**config.mk**
```make
export PLATFORM = sky130hd
export DESIGN_NAME = filtered_byte_ring_fifo_unit
export DESIGN_NICKNAME = d
export VERILOG_FILES = /design/src/design/fbrf_pkg.sv /design/src/design/fbrf_ram.sv /design/src/design/filtered_byte_ring_fifo_unit.sv
export SDC_FILE = /design/constraint.sdc
export NUM_CORES = 1
export LEC_CHECK = 0
export BUFFER_PORTS_ARGS = -buffer_cell sky130_fd_sc_hd__buf_2
export CORE_ASPECT_RATIO = 0.75
export CORE_MARGIN = 2
export CORE_UTILIZATION = 40
export DETAILED_ROUTE_END_ITERATION = 8
export PLACE_DENSITY = 0.64
export SYNTH_ARGS = -nofsm -noshare
export SYNTH_HDL_FRONTEND = slang
export SYNTH_SLANG_ARGS = --single-unit
```
**constraint.sdc**
```tcl
create_clock -name i_clk -period 7.28 [get_ports i_clk]
set_clock_uncertainty 0.15 [all_clocks]
set_input_delay 0.728 -clock i_clk [delete_from_list [all_inputs] [get_ports i_clk]]
set_output_delay 0.728 -clock i_clk [all_outputs]
set_load 0.01 [all_outputs]
```
**src/design/fbrf_pkg.sv**
```systemverilog
// Shared types, widths and constants for the filtered byte ring FIFO.
`timescale 1ns / 1ps

package fbrf_pkg;

    // Ring geometry (DEPTH must be a power of two).
    localparam int DEPTH     = 256;
    localparam int MAX_BURST = 64;

    localparam int ADDR_W = $clog2(DEPTH);
    localparam int PTR_W  = ADDR_W + 1;             // pointers run modulo 2*DEPTH
    localparam int BURST_W = $clog2(MAX_BURST + 1);

    // Fixed field widths
    localparam int BYTE_W = 8;
    localparam int CNT_W  = 9;
    localparam int SEL_W  = 3;
    localparam int CMD_W  = 2;

    // Widest of pointer and count, for comparisons
    localparam int CMP_W = (PTR_W > CNT_W) ? PTR_W : CNT_W;

    localparam logic [BYTE_W-1:0] CHAR_ZERO = 8'h30;
    localparam logic [BYTE_W-1:0] CHAR_ONE  = 8'h31;
    localparam logic [BYTE_W-1:0] CHAR_FOUR = 8'h34;
    localparam logic [BYTE_W-1:0] RAW_ONE   = 8'h01;
    localparam logic [BYTE_W-1:0] RAW_FOUR  = 8'h04;

    typedef enum logic [CMD_W-1:0] {
        CMD_RX      = 2'd0,
        CMD_PEEK    = 2'd1,
        CMD_CONSUME = 2'd2,
        CMD_NONE    = 2'd3
    } t_cmd;

    typedef enum logic [1:0] {
        S_IDLE = 2'b01,
        S_PEEK = 2'b10
    } t_state;

endpackage

```
**src/design/fbrf_ram.sv**
```systemverilog
// Generic single-clock RAM with one write port and one registered read port.
`timescale 1ns / 1ps

module fbrf_ram #(
    parameter int WIDTH = 8,
    parameter int DEPTH = 256
) (
    input  logic                     i_clk,
    input  logic                     i_we,
    input  logic [$clog2(DEPTH)-1:0] i_waddr,
    input  logic [WIDTH-1:0]         i_wdata,
    input  logic                     i_re,
    input  logic [$clog2(DEPTH)-1:0] i_raddr,
    output logic [WIDTH-1:0]         o_rdata
);

    logic [WIDTH-1:0] r_mem [DEPTH];
    logic [WIDTH-1:0] r_rdata;

    always_ff @(posedge i_clk) begin
        if (i_we) begin
            r_mem[i_waddr] <= i_wdata;
        end
        // hold the read data until the next read
        if (i_re) begin
            r_rdata <= r_mem[i_raddr];
        end
    end

    assign o_rdata = r_rdata;

endmodule

```
**src/design/filtered_byte_ring_fifo_unit.sv**
```systemverilog
// Top level of the filtered byte ring FIFO: command decode, pointers and peek streaming.
`timescale 1ns / 1ps

// Filtered byte ring FIFO.
// Input channel (i_valid / o_stall) carries one command per transaction:
//   received byte - a digit '1'..'4' or raw 1..4 sets the selection and queues
//                   the ASCII digit; a full ring drops it, other bytes do nothing.
//   peek          - streams up to min(count, MAX_BURST, fill) oldest bytes,
//                   leaving them in the ring.
//   consume       - drops min(count, fill) oldest bytes.
// Output channel (o_valid / i_stall) carries one result transaction per
// received byte, consume, no-op command or empty peek, and one per byte for a peek.
// A single-result command shows its result in the cycle after acceptance.
// A peek passes its first byte through the state register, the registered read of
// the ring RAM and the output register, then streams one byte per cycle while
// the receiver does not stall; once the last byte has been loaded the block
// returns to idle and can take commands again; other commands keep it in idle.
// Reset (synchronous, active low) empties the ring and clears the selection;
// the ring RAM contents are not cleared and no clearing pass is needed.
// A stalled receiver holds the output register; the block then stops taking
// commands and pauses a peek without losing the byte already read.
module filtered_byte_ring_fifo_unit (
    input  logic                           i_clk,
    input  logic                           i_rst_n,
    // command channel
    input  logic                           i_valid,
    output logic                           o_stall,
    input  logic [fbrf_pkg::CMD_W-1:0]     i_cmd,
    input  logic [fbrf_pkg::BYTE_W-1:0]    i_rx_byte,
    input  logic [fbrf_pkg::CNT_W-1:0]     i_count,
    // result channel
    output logic                           o_valid,
    input  logic                           i_stall,
    output logic [fbrf_pkg::BYTE_W-1:0]    o_out_byte,
    output logic                           o_out_last,
    output logic [fbrf_pkg::CNT_W-1:0]     o_out_count,
    output logic                           o_accepted,
    output logic [fbrf_pkg::SEL_W-1:0]     o_selection,
    output logic [fbrf_pkg::CNT_W-1:0]     o_fill_level
);

    localparam int PW = fbrf_pkg::PTR_W;
    localparam int AW = fbrf_pkg::ADDR_W;
    localparam int BW = fbrf_pkg::BURST_W;
    localparam int CW = fbrf_pkg::CNT_W;
    localparam int MW = fbrf_pkg::CMP_W;

    // Control state
    fbrf_pkg::t_state r_state, n_state;
    logic [PW-1:0]    r_wr_ptr, n_wr_ptr;
    logic [PW-1:0]    r_rd_ptr, n_rd_ptr;
    logic [fbrf_pkg::SEL_W-1:0] r_sel, n_sel;
    logic             r_o_valid, n_o_valid;
    // Peek sequencing
    logic [BW-1:0]    r_n, n_n;             // bytes to stream
    logic [BW-1:0]    r_issued, n_issued;   // reads issued so far
    logic             r_pend, n_pend;       // RAM read data waiting for the output
    logic             r_pend_last, n_pend_last;
    // Output payload
    logic [fbrf_pkg::BYTE_W-1:0] r_out_byte, n_out_byte;
    logic             r_out_last, n_out_last;
    logic [CW-1:0]    r_out_count, n_out_count;
    logic             r_accepted, n_accepted;
    logic [fbrf_pkg::SEL_W-1:0] r_out_sel, n_out_sel;
    logic [CW-1:0]    r_out_fill, n_out_fill;

    // Combinational helpers
    fbrf_pkg::t_cmd   cmd;
    logic [PW-1:0]    fill;
    logic             out_free;
    logic             in_acc;
    logic             is_ascii, is_raw, dig_ok, room, push;
    logic [fbrf_pkg::SEL_W-1:0] rx_sel;
    logic [fbrf_pkg::BYTE_W-1:0] digit;
    logic [PW-1:0]    cons_n;
    logic [BW-1:0]    peek_lim, peek_n;
    logic             ld, issue;
    logic [PW-1:0]    rd_addr_ptr;
    logic [fbrf_pkg::BYTE_W-1:0] ram_rdata;

    assign cmd      = fbrf_pkg::t_cmd'(i_cmd);
    assign fill     = r_wr_ptr - r_rd_ptr;
    assign out_free = !r_o_valid || !i_stall;
    assign o_stall  = !((r_state == fbrf_pkg::S_IDLE) && out_free);
    assign in_acc   = i_valid && !o_stall;

    // Digit filter: ASCII '1'..'4' or raw 1..4
    assign is_ascii = (i_rx_byte >= fbrf_pkg::CHAR_ONE) && (i_rx_byte <= fbrf_pkg::CHAR_FOUR);
    assign is_raw   = (i_rx_byte >= fbrf_pkg::RAW_ONE) && (i_rx_byte <= fbrf_pkg::RAW_FOUR);
    assign dig_ok   = is_ascii || is_raw;
    assign rx_sel   = is_ascii ? fbrf_pkg::SEL_W'(i_rx_byte - fbrf_pkg::CHAR_ZERO)
                               : fbrf_pkg::SEL_W'(i_rx_byte);
    assign digit    = fbrf_pkg::CHAR_ZERO + fbrf_pkg::BYTE_W'(rx_sel);
    assign room     = fill < PW'(fbrf_pkg::DEPTH);
    assign push     = in_acc && (cmd == fbrf_pkg::CMD_RX) && dig_ok && room;

    // Consume clamps to the fill; peek saturates at the burst limit and the fill
    assign cons_n   = (MW'(i_count) > MW'(fill)) ? fill : PW'(i_count);
    assign peek_lim = (i_count > CW'(fbrf_pkg::MAX_BURST)) ? BW'(fbrf_pkg::MAX_BURST)
                                                          : BW'(i_count);
    assign peek_n   = (MW'(fill) < MW'(peek_lim)) ? BW'(fill) : peek_lim;

    // Peek streaming: move pending read data out, then refill the read slot
    assign ld    = (r_state == fbrf_pkg::S_PEEK) && r_pend && out_free;
    assign issue = (r_state == fbrf_pkg::S_PEEK) && (r_issued != r_n) && (!r_pend || ld);
    assign rd_addr_ptr = r_rd_ptr + PW'(r_issued);

    fbrf_ram #(
        .WIDTH (fbrf_pkg::BYTE_W),
        .DEPTH (fbrf_pkg::DEPTH)
    ) u_ring (
        .i_clk   (i_clk),
        .i_we    (push),
        .i_waddr (r_wr_ptr[AW-1:0]),
        .i_wdata (digit),
        .i_re    (issue),
        .i_raddr (rd_addr_ptr[AW-1:0]),
        .o_rdata (ram_rdata)
    );

    always_comb begin
        n_state     = r_state;
        n_wr_ptr    = r_wr_ptr;
        n_rd_ptr    = r_rd_ptr;
        n_sel       = r_sel;
        n_o_valid   = r_o_valid && i_stall;   // drop once taken
        n_n         = r_n;
        n_issued    = r_issued;
        n_pend      = r_pend;
        n_pend_last = r_pend_last;
        n_out_byte  = r_out_byte;
        n_out_last  = r_out_last;
        n_out_count = r_out_count;
        n_accepted  = r_accepted;
        n_out_sel   = r_out_sel;
        n_out_fill  = r_out_fill;

        unique case (r_state)
            fbrf_pkg::S_IDLE: begin
                if (in_acc) begin
                    // single status result unless a peek has bytes to stream
                    n_o_valid   = 1'b1;
                    n_out_byte  = '0;
                    n_out_last  = 1'b1;
                    n_out_count = '0;
                    n_accepted  = 1'b0;
                    n_out_sel   = r_sel;
                    n_out_fill  = CW'(fill);
                    case (cmd)
                        fbrf_pkg::CMD_RX: begin
                            if (dig_ok) begin
                                n_sel     = rx_sel;
                                n_out_sel = rx_sel;
                            end
                            if (push) begin
                                n_wr_ptr   = r_wr_ptr + PW'(1);
                                n_accepted = 1'b1;
                                n_out_fill = CW'(fill + PW'(1));
                            end
                        end
                        fbrf_pkg::CMD_PEEK: begin
                            if (peek_n != '0) begin
                                n_o_valid   = 1'b0;
                                n_state     = fbrf_pkg::S_PEEK;
                                n_n         = peek_n;
                                n_issued    = '0;
                                n_pend      = 1'b0;
                                n_pend_last = 1'b0;
                            end
                        end
                        fbrf_pkg::CMD_CONSUME: begin
                            n_rd_ptr    = r_rd_ptr + cons_n;
                            n_out_count = CW'(cons_n);
                            n_out_fill  = CW'(fill - cons_n);
                        end
                        default: begin
                        end
                    endcase
                end
            end
            fbrf_pkg::S_PEEK: begin
                if (ld) begin
                    n_o_valid   = 1'b1;
                    n_out_byte  = ram_rdata;
                    n_out_last  = r_pend_last;
                    n_out_count = CW'(r_n);
                    n_accepted  = 1'b0;
                    n_out_sel   = r_sel;
                    n_out_fill  = CW'(fill);
                    if (r_pend_last) begin
                        n_state = fbrf_pkg::S_IDLE;
                    end
                end
                if (issue) begin
                    n_issued    = r_issued + BW'(1);
                    n_pend_last = (r_issued + BW'(1)) == r_n;
                end
                n_pend = issue || (r_pend && !ld);
            end
            default: begin
                n_state = fbrf_pkg::S_IDLE;
            end
        endcase
    end

    always_ff @(posedge i_clk) begin
        if (!i_rst_n) begin
            r_state     <= fbrf_pkg::S_IDLE;
            r_wr_ptr    <= '0;
            r_rd_ptr    <= '0;
            r_sel       <= '0;
            r_o_valid   <= 1'b0;
            r_n         <= '0;
            r_issued    <= '0;
            r_pend      <= 1'b0;
            r_pend_last <= 1'b0;
        end else begin
            r_state     <= n_state;
            r_wr_ptr    <= n_wr_ptr;
            r_rd_ptr    <= n_rd_ptr;
            r_sel       <= n_sel;
            r_o_valid   <= n_o_valid;
            r_n         <= n_n;
            r_issued    <= n_issued;
            r_pend      <= n_pend;
            r_pend_last <= n_pend_last;
        end
    end

    // Result payload: no reset needed
    always_ff @(posedge i_clk) begin
        r_out_byte  <= n_out_byte;
        r_out_last  <= n_out_last;
        r_out_count <= n_out_count;
        r_accepted  <= n_accepted;
        r_out_sel   <= n_out_sel;
        r_out_fill  <= n_out_fill;
    end

    assign o_valid      = r_o_valid;
    assign o_out_byte   = r_out_byte;
    assign o_out_last   = r_out_last;
    assign o_out_count  = r_out_count;
    assign o_accepted   = r_accepted;
    assign o_selection  = r_out_sel;
    assign o_fill_level = r_out_fill;

`ifndef SYNTHESIS
    // Occupancy never exceeds the ring depth
    a_fill_bound: assert property (@(posedge i_clk) disable iff (!i_rst_n)
        fill <= PW'(fbrf_pkg::DEPTH))
        else $error("ring fill exceeds depth");

    // No command is taken while a peek streams
    a_peek_blocks: assert property (@(posedge i_clk) disable iff (!i_rst_n)
        (r_state == fbrf_pkg::S_PEEK) |-> o_stall)
        else $error("command accepted during peek");

    // Never issue more reads than the peek asked for
    a_issue_bound: assert property (@(posedge i_clk) disable iff (!i_rst_n)
        (r_state == fbrf_pkg::S_PEEK) |-> (r_issued <= r_n))
        else $error("peek over-read");

    // A pending byte blocked by a stall is kept for the next cycle
    a_pend_hold: assert property (@(posedge i_clk) disable iff (!i_rst_n)
        (r_pend && !ld && (r_state == fbrf_pkg::S_PEEK)) |=> r_pend)
        else $error("pending peek byte lost");

    // Pointers move only on an accepted command
    a_ptr_quiet: assert property (@(posedge i_clk) disable iff (!i_rst_n)
        !in_acc |=> ($stable(r_wr_ptr) && $stable(r_rd_ptr)))
        else $error("pointer moved without a command");
`endif

endmodule

```
==> results.yml <==
timing:
  relSlewSlack_pct: 20.9
  final.min_clock_period_ns: 6.70
  tns_ns: 0
  slew_viol_final: 0
  fin_crit_sh_pct: 92.0
  tightest_slew_ns: 1.19
  setup_violations: 0
  rsz0062_at_grt: "false"
  hold_viol_final: 0
  timing.fmax_ghz: 0.149
synthesis:
  yosysWarnings: 0
  syn_area_sq_um: 35900
  yosysSeqAreaShare_pct: 69.0
  ys_ff_latch: 838
  synth_cell_types: 84
  yosys.area.top_type: "edfxtp_1"
  synth_area_per_cell_sq_um: 17.4
  synth_edf_count: 798
  synth_top_area_share_pct: 66.8
  synthCells: 2065
  synth_top_flop_cell: "edfxtp_1"
  async_flop_share_pct: 0
  synthTopCellsByArea: "edfxtp_1 (67%), mux4_2 (15%), nor2_1 (3.1%)"
route:
  drt-initial-drc-count: 2121
  drc: 0
  totalWireLength_um: 84300
  vias: 19132
  postRouteAntennaNets: 0
  wire_per_inst_um: 24.9
  dr.pass1.iters: 7
  vias_per_cell: 5.65
die:
  die_x_um: 350
  die_h_um: 263
  start_util_pct: 40.2
  rows: 95
  die_area_sq_um: 92100
  coreArea_sq_um: 89300
  top_level_ports: 56
cells_and_area:
  final_cell_area_sq_um: 40100
  area_delta_synth_final_pct: 11.8
  final_common_cell: "edfxtp_1"
  regArea_sq_um: 24800
  layout-drive-gt1-share_pct: 21.9
  nets: 2185
  multiInputGateArea_sq_um: 10500
  layout_common_cells: "edfxtp_1 (798), nor2_1 (295), mux4_2 (240)"
  fillers: 7608
place:
  hpwl_um: 50600
  place_area_sq_um: 37500
  port_buffers: 52
  gp_congestion: 0.934
power:
  p_sw_uw: 2700
  peakVddDrop_uv: 197
  p_int_uw: 8330
  powerDensity_nw_per_um2: 275
  p_clk_share_pct: 37.9
  p_comb_share_pct: 13.4
  p_sw_share_pct: 24.5
  p_leak_uw: 0.0122
  seqPwrFrac_pct: 48.8
cts:
  cts_resized: 0
  cts_max_level: 3
  cts_buffers: 78
  cts_tree: "built"
  cts_hold_buffers: 0
  cts.clk_slew.worst_paths_ns: 0.07
  cts_buffer_depth: 3
  clk_latency_ns: 0.65
  root_buffer: "clkbuf_16"
  cts_sinks: 838
  postCtsSetupBuffers: 0
flow_run:
  drv_cap: 0
grt:
  grt_pass1_vias: 19344
  grt_pass1_wl_um: 126000
  track_usage_pct: 18.4
  grt_overflow: 0
  grt_max_degree: 193
  antenna_found_initial: 1
worst_setup_path:
  worst_ep_arrival_time_ns: 7.09
  startpoint_type: "flip-flop"
  reg2reg_depth: 27
  crit_type: "reg2reg"
  startpoint: "r_wr_ptr[0]"
  crit_path_end: "r_rd_ptr[8]"
  cp_max_fo: 8
  r2r_end: "r_rd_ptr[8]"
  cp.required_ns: 7.67
  crit_path_end_kind: "flip-flop"
  r2r_start: "r_wr_ptr[0]"
  reg2reg_setup_slack_ns: 0.58
run_status:
  status: "complete, no violations"
hold_path:
  hp-start: "i_valid"
  hp-class: "in2reg"
## per-stage QoR
stage	power, uW	instances	hold WS, ns	util (%)	setup WS [ns]
2_1_floorplan	6500	2067	0.293	-	1.73
3_3_place_gp	6920	3240	0.327	42.0	0.887
6_report	11000	3385	0.281	44.9	0.582
3_5_place_dp	6930	3240	0.334	42.0	0.704
5_1_grt	11400	3384	0.301	44.9	0.0618
4_1_cts	11100	3384	0.251	44.9	0.661
## logic make-up (layout without fill, tap and decap cells)
group,Yosys count,after routing,share of synthesized area [%]
DFF,838,838,69.0
and+or+nand+nor,507,507,6.09
muxes,312,312,17.1
buffers and inverters,160,265,1.97
AOI/OAI and AO/OA,157,157,2.95
adders and majority gates,54,54,1.97
xor gates and xnor gates,36,36,0.879
other,1,4,0.0105
## layer usage
layer	GRT usage [%]	vias up	wire [um]
li1	-	8248	-
met1	27.3	9949	37700
met2	27.7	815	38500
met3	4.02	120	6540
met4	4.31	0	1560
met5	0	-	0
## power by group through the flow
stage / clock, uW / sequential (uW) / combinational [uW]
3_5_place_dp: 0 / 5480 / 1450
4_1_cts: 4240 / 5380 / 1460
2_1_floorplan: 0 / 5510 / 990
6_report: 4170 / 5380 / 1470
5_1_grt: 4430 / 5380 / 1580
3_3_place_gp: 0 / 5480 / 1440
## cell usage after synthesis (4+ instances only)
cell	count
and3_1	6
or2_2	5
a21oi_1	49
nor2_1	296
a32o_1	5
nor2b_1	11
nand3_1	27
or3_1	7
xor2_1	12
nor4_1	9
mux4_2	240
o211ai_1	5
o21ai_1	6
fa_1	4
o22ai_1	6
clkbuf_1	76
o21ai_0	30
nand2b_1	6
buf_4	6
a21o_1	7
and2_1	9
nand4_1	4
edfxtp_1	798
inv_1	38
buf_1	5
dfxtp_1	40
nand2_1	98
a211oi_1	6
nor3_1	11
ha_1	50
xnor2_1	24
mux2i_1	69
buf_2	25
## worst min path at each step
stage | to | slack, ns | depth (start not counted)
6_report | o_valid | 0.28 | 3
5_1_grt | o_valid | 0.30 | 3
4_1_cts | o_valid | 0.25 | 3
3_5_place_dp | r_sel[0] | 0.33 | 2
3_3_place_gp | r_sel[2] | 0.33 | 2
2_1_floorplan | r_pend_last | 0.29 | 2
## final cells by class
class	count	share of cell area, %
antenna	1	0.00624
clock buffer	90	5.03
clock inverter	54	1.48
inverter	41	0.390
multi-input combinational	1069	26.2
sequential	838	61.8
tap	1212	3.78
timing repair buffer	80	1.38
## registers in the layout, summed over array words and instances (netlist names), 2 cells and up
name	flops
o_selection	3
r_state	2
r_rd_ptr	9
o_out_count	9
r_n	7
u_ring.o_rdata	3
r_wr_ptr	9
o_fill_level	9
r_issued	7
u_ring.r_mem	768
r_sel	3
o_out_byte	4
## worst max-delay path: stages, from the launching register on
cell and delay, ns:
dfxtp_1 0.42, inv_1 0.11, ha_1 0.24, fa_1 0.41, nand2b_1 0.21, a21oi_1 0.14
nor2_1 0.05, nor2_1 0.46, inv_1 0.23, ha_1 0.36, and3_1 0.16, and3_1 0.16
a31oi_1 0.05, a211oi_1 0.33, nand2_1 0.15, o2111ai_4 0.42, mux2i_1 0.45, ha_1 0.24
inv_1 0.06, fa_1 0.43, nor2b_1 0.12, o21ai_0 0.10, a21boi_0 0.24, o21ai_0 0.15
a21oi_1 0.20, xor2_1 0.09, or3_1 0.31, a21oi_1 0.14
No activity file was read; power rests on OpenSTA's default activity.
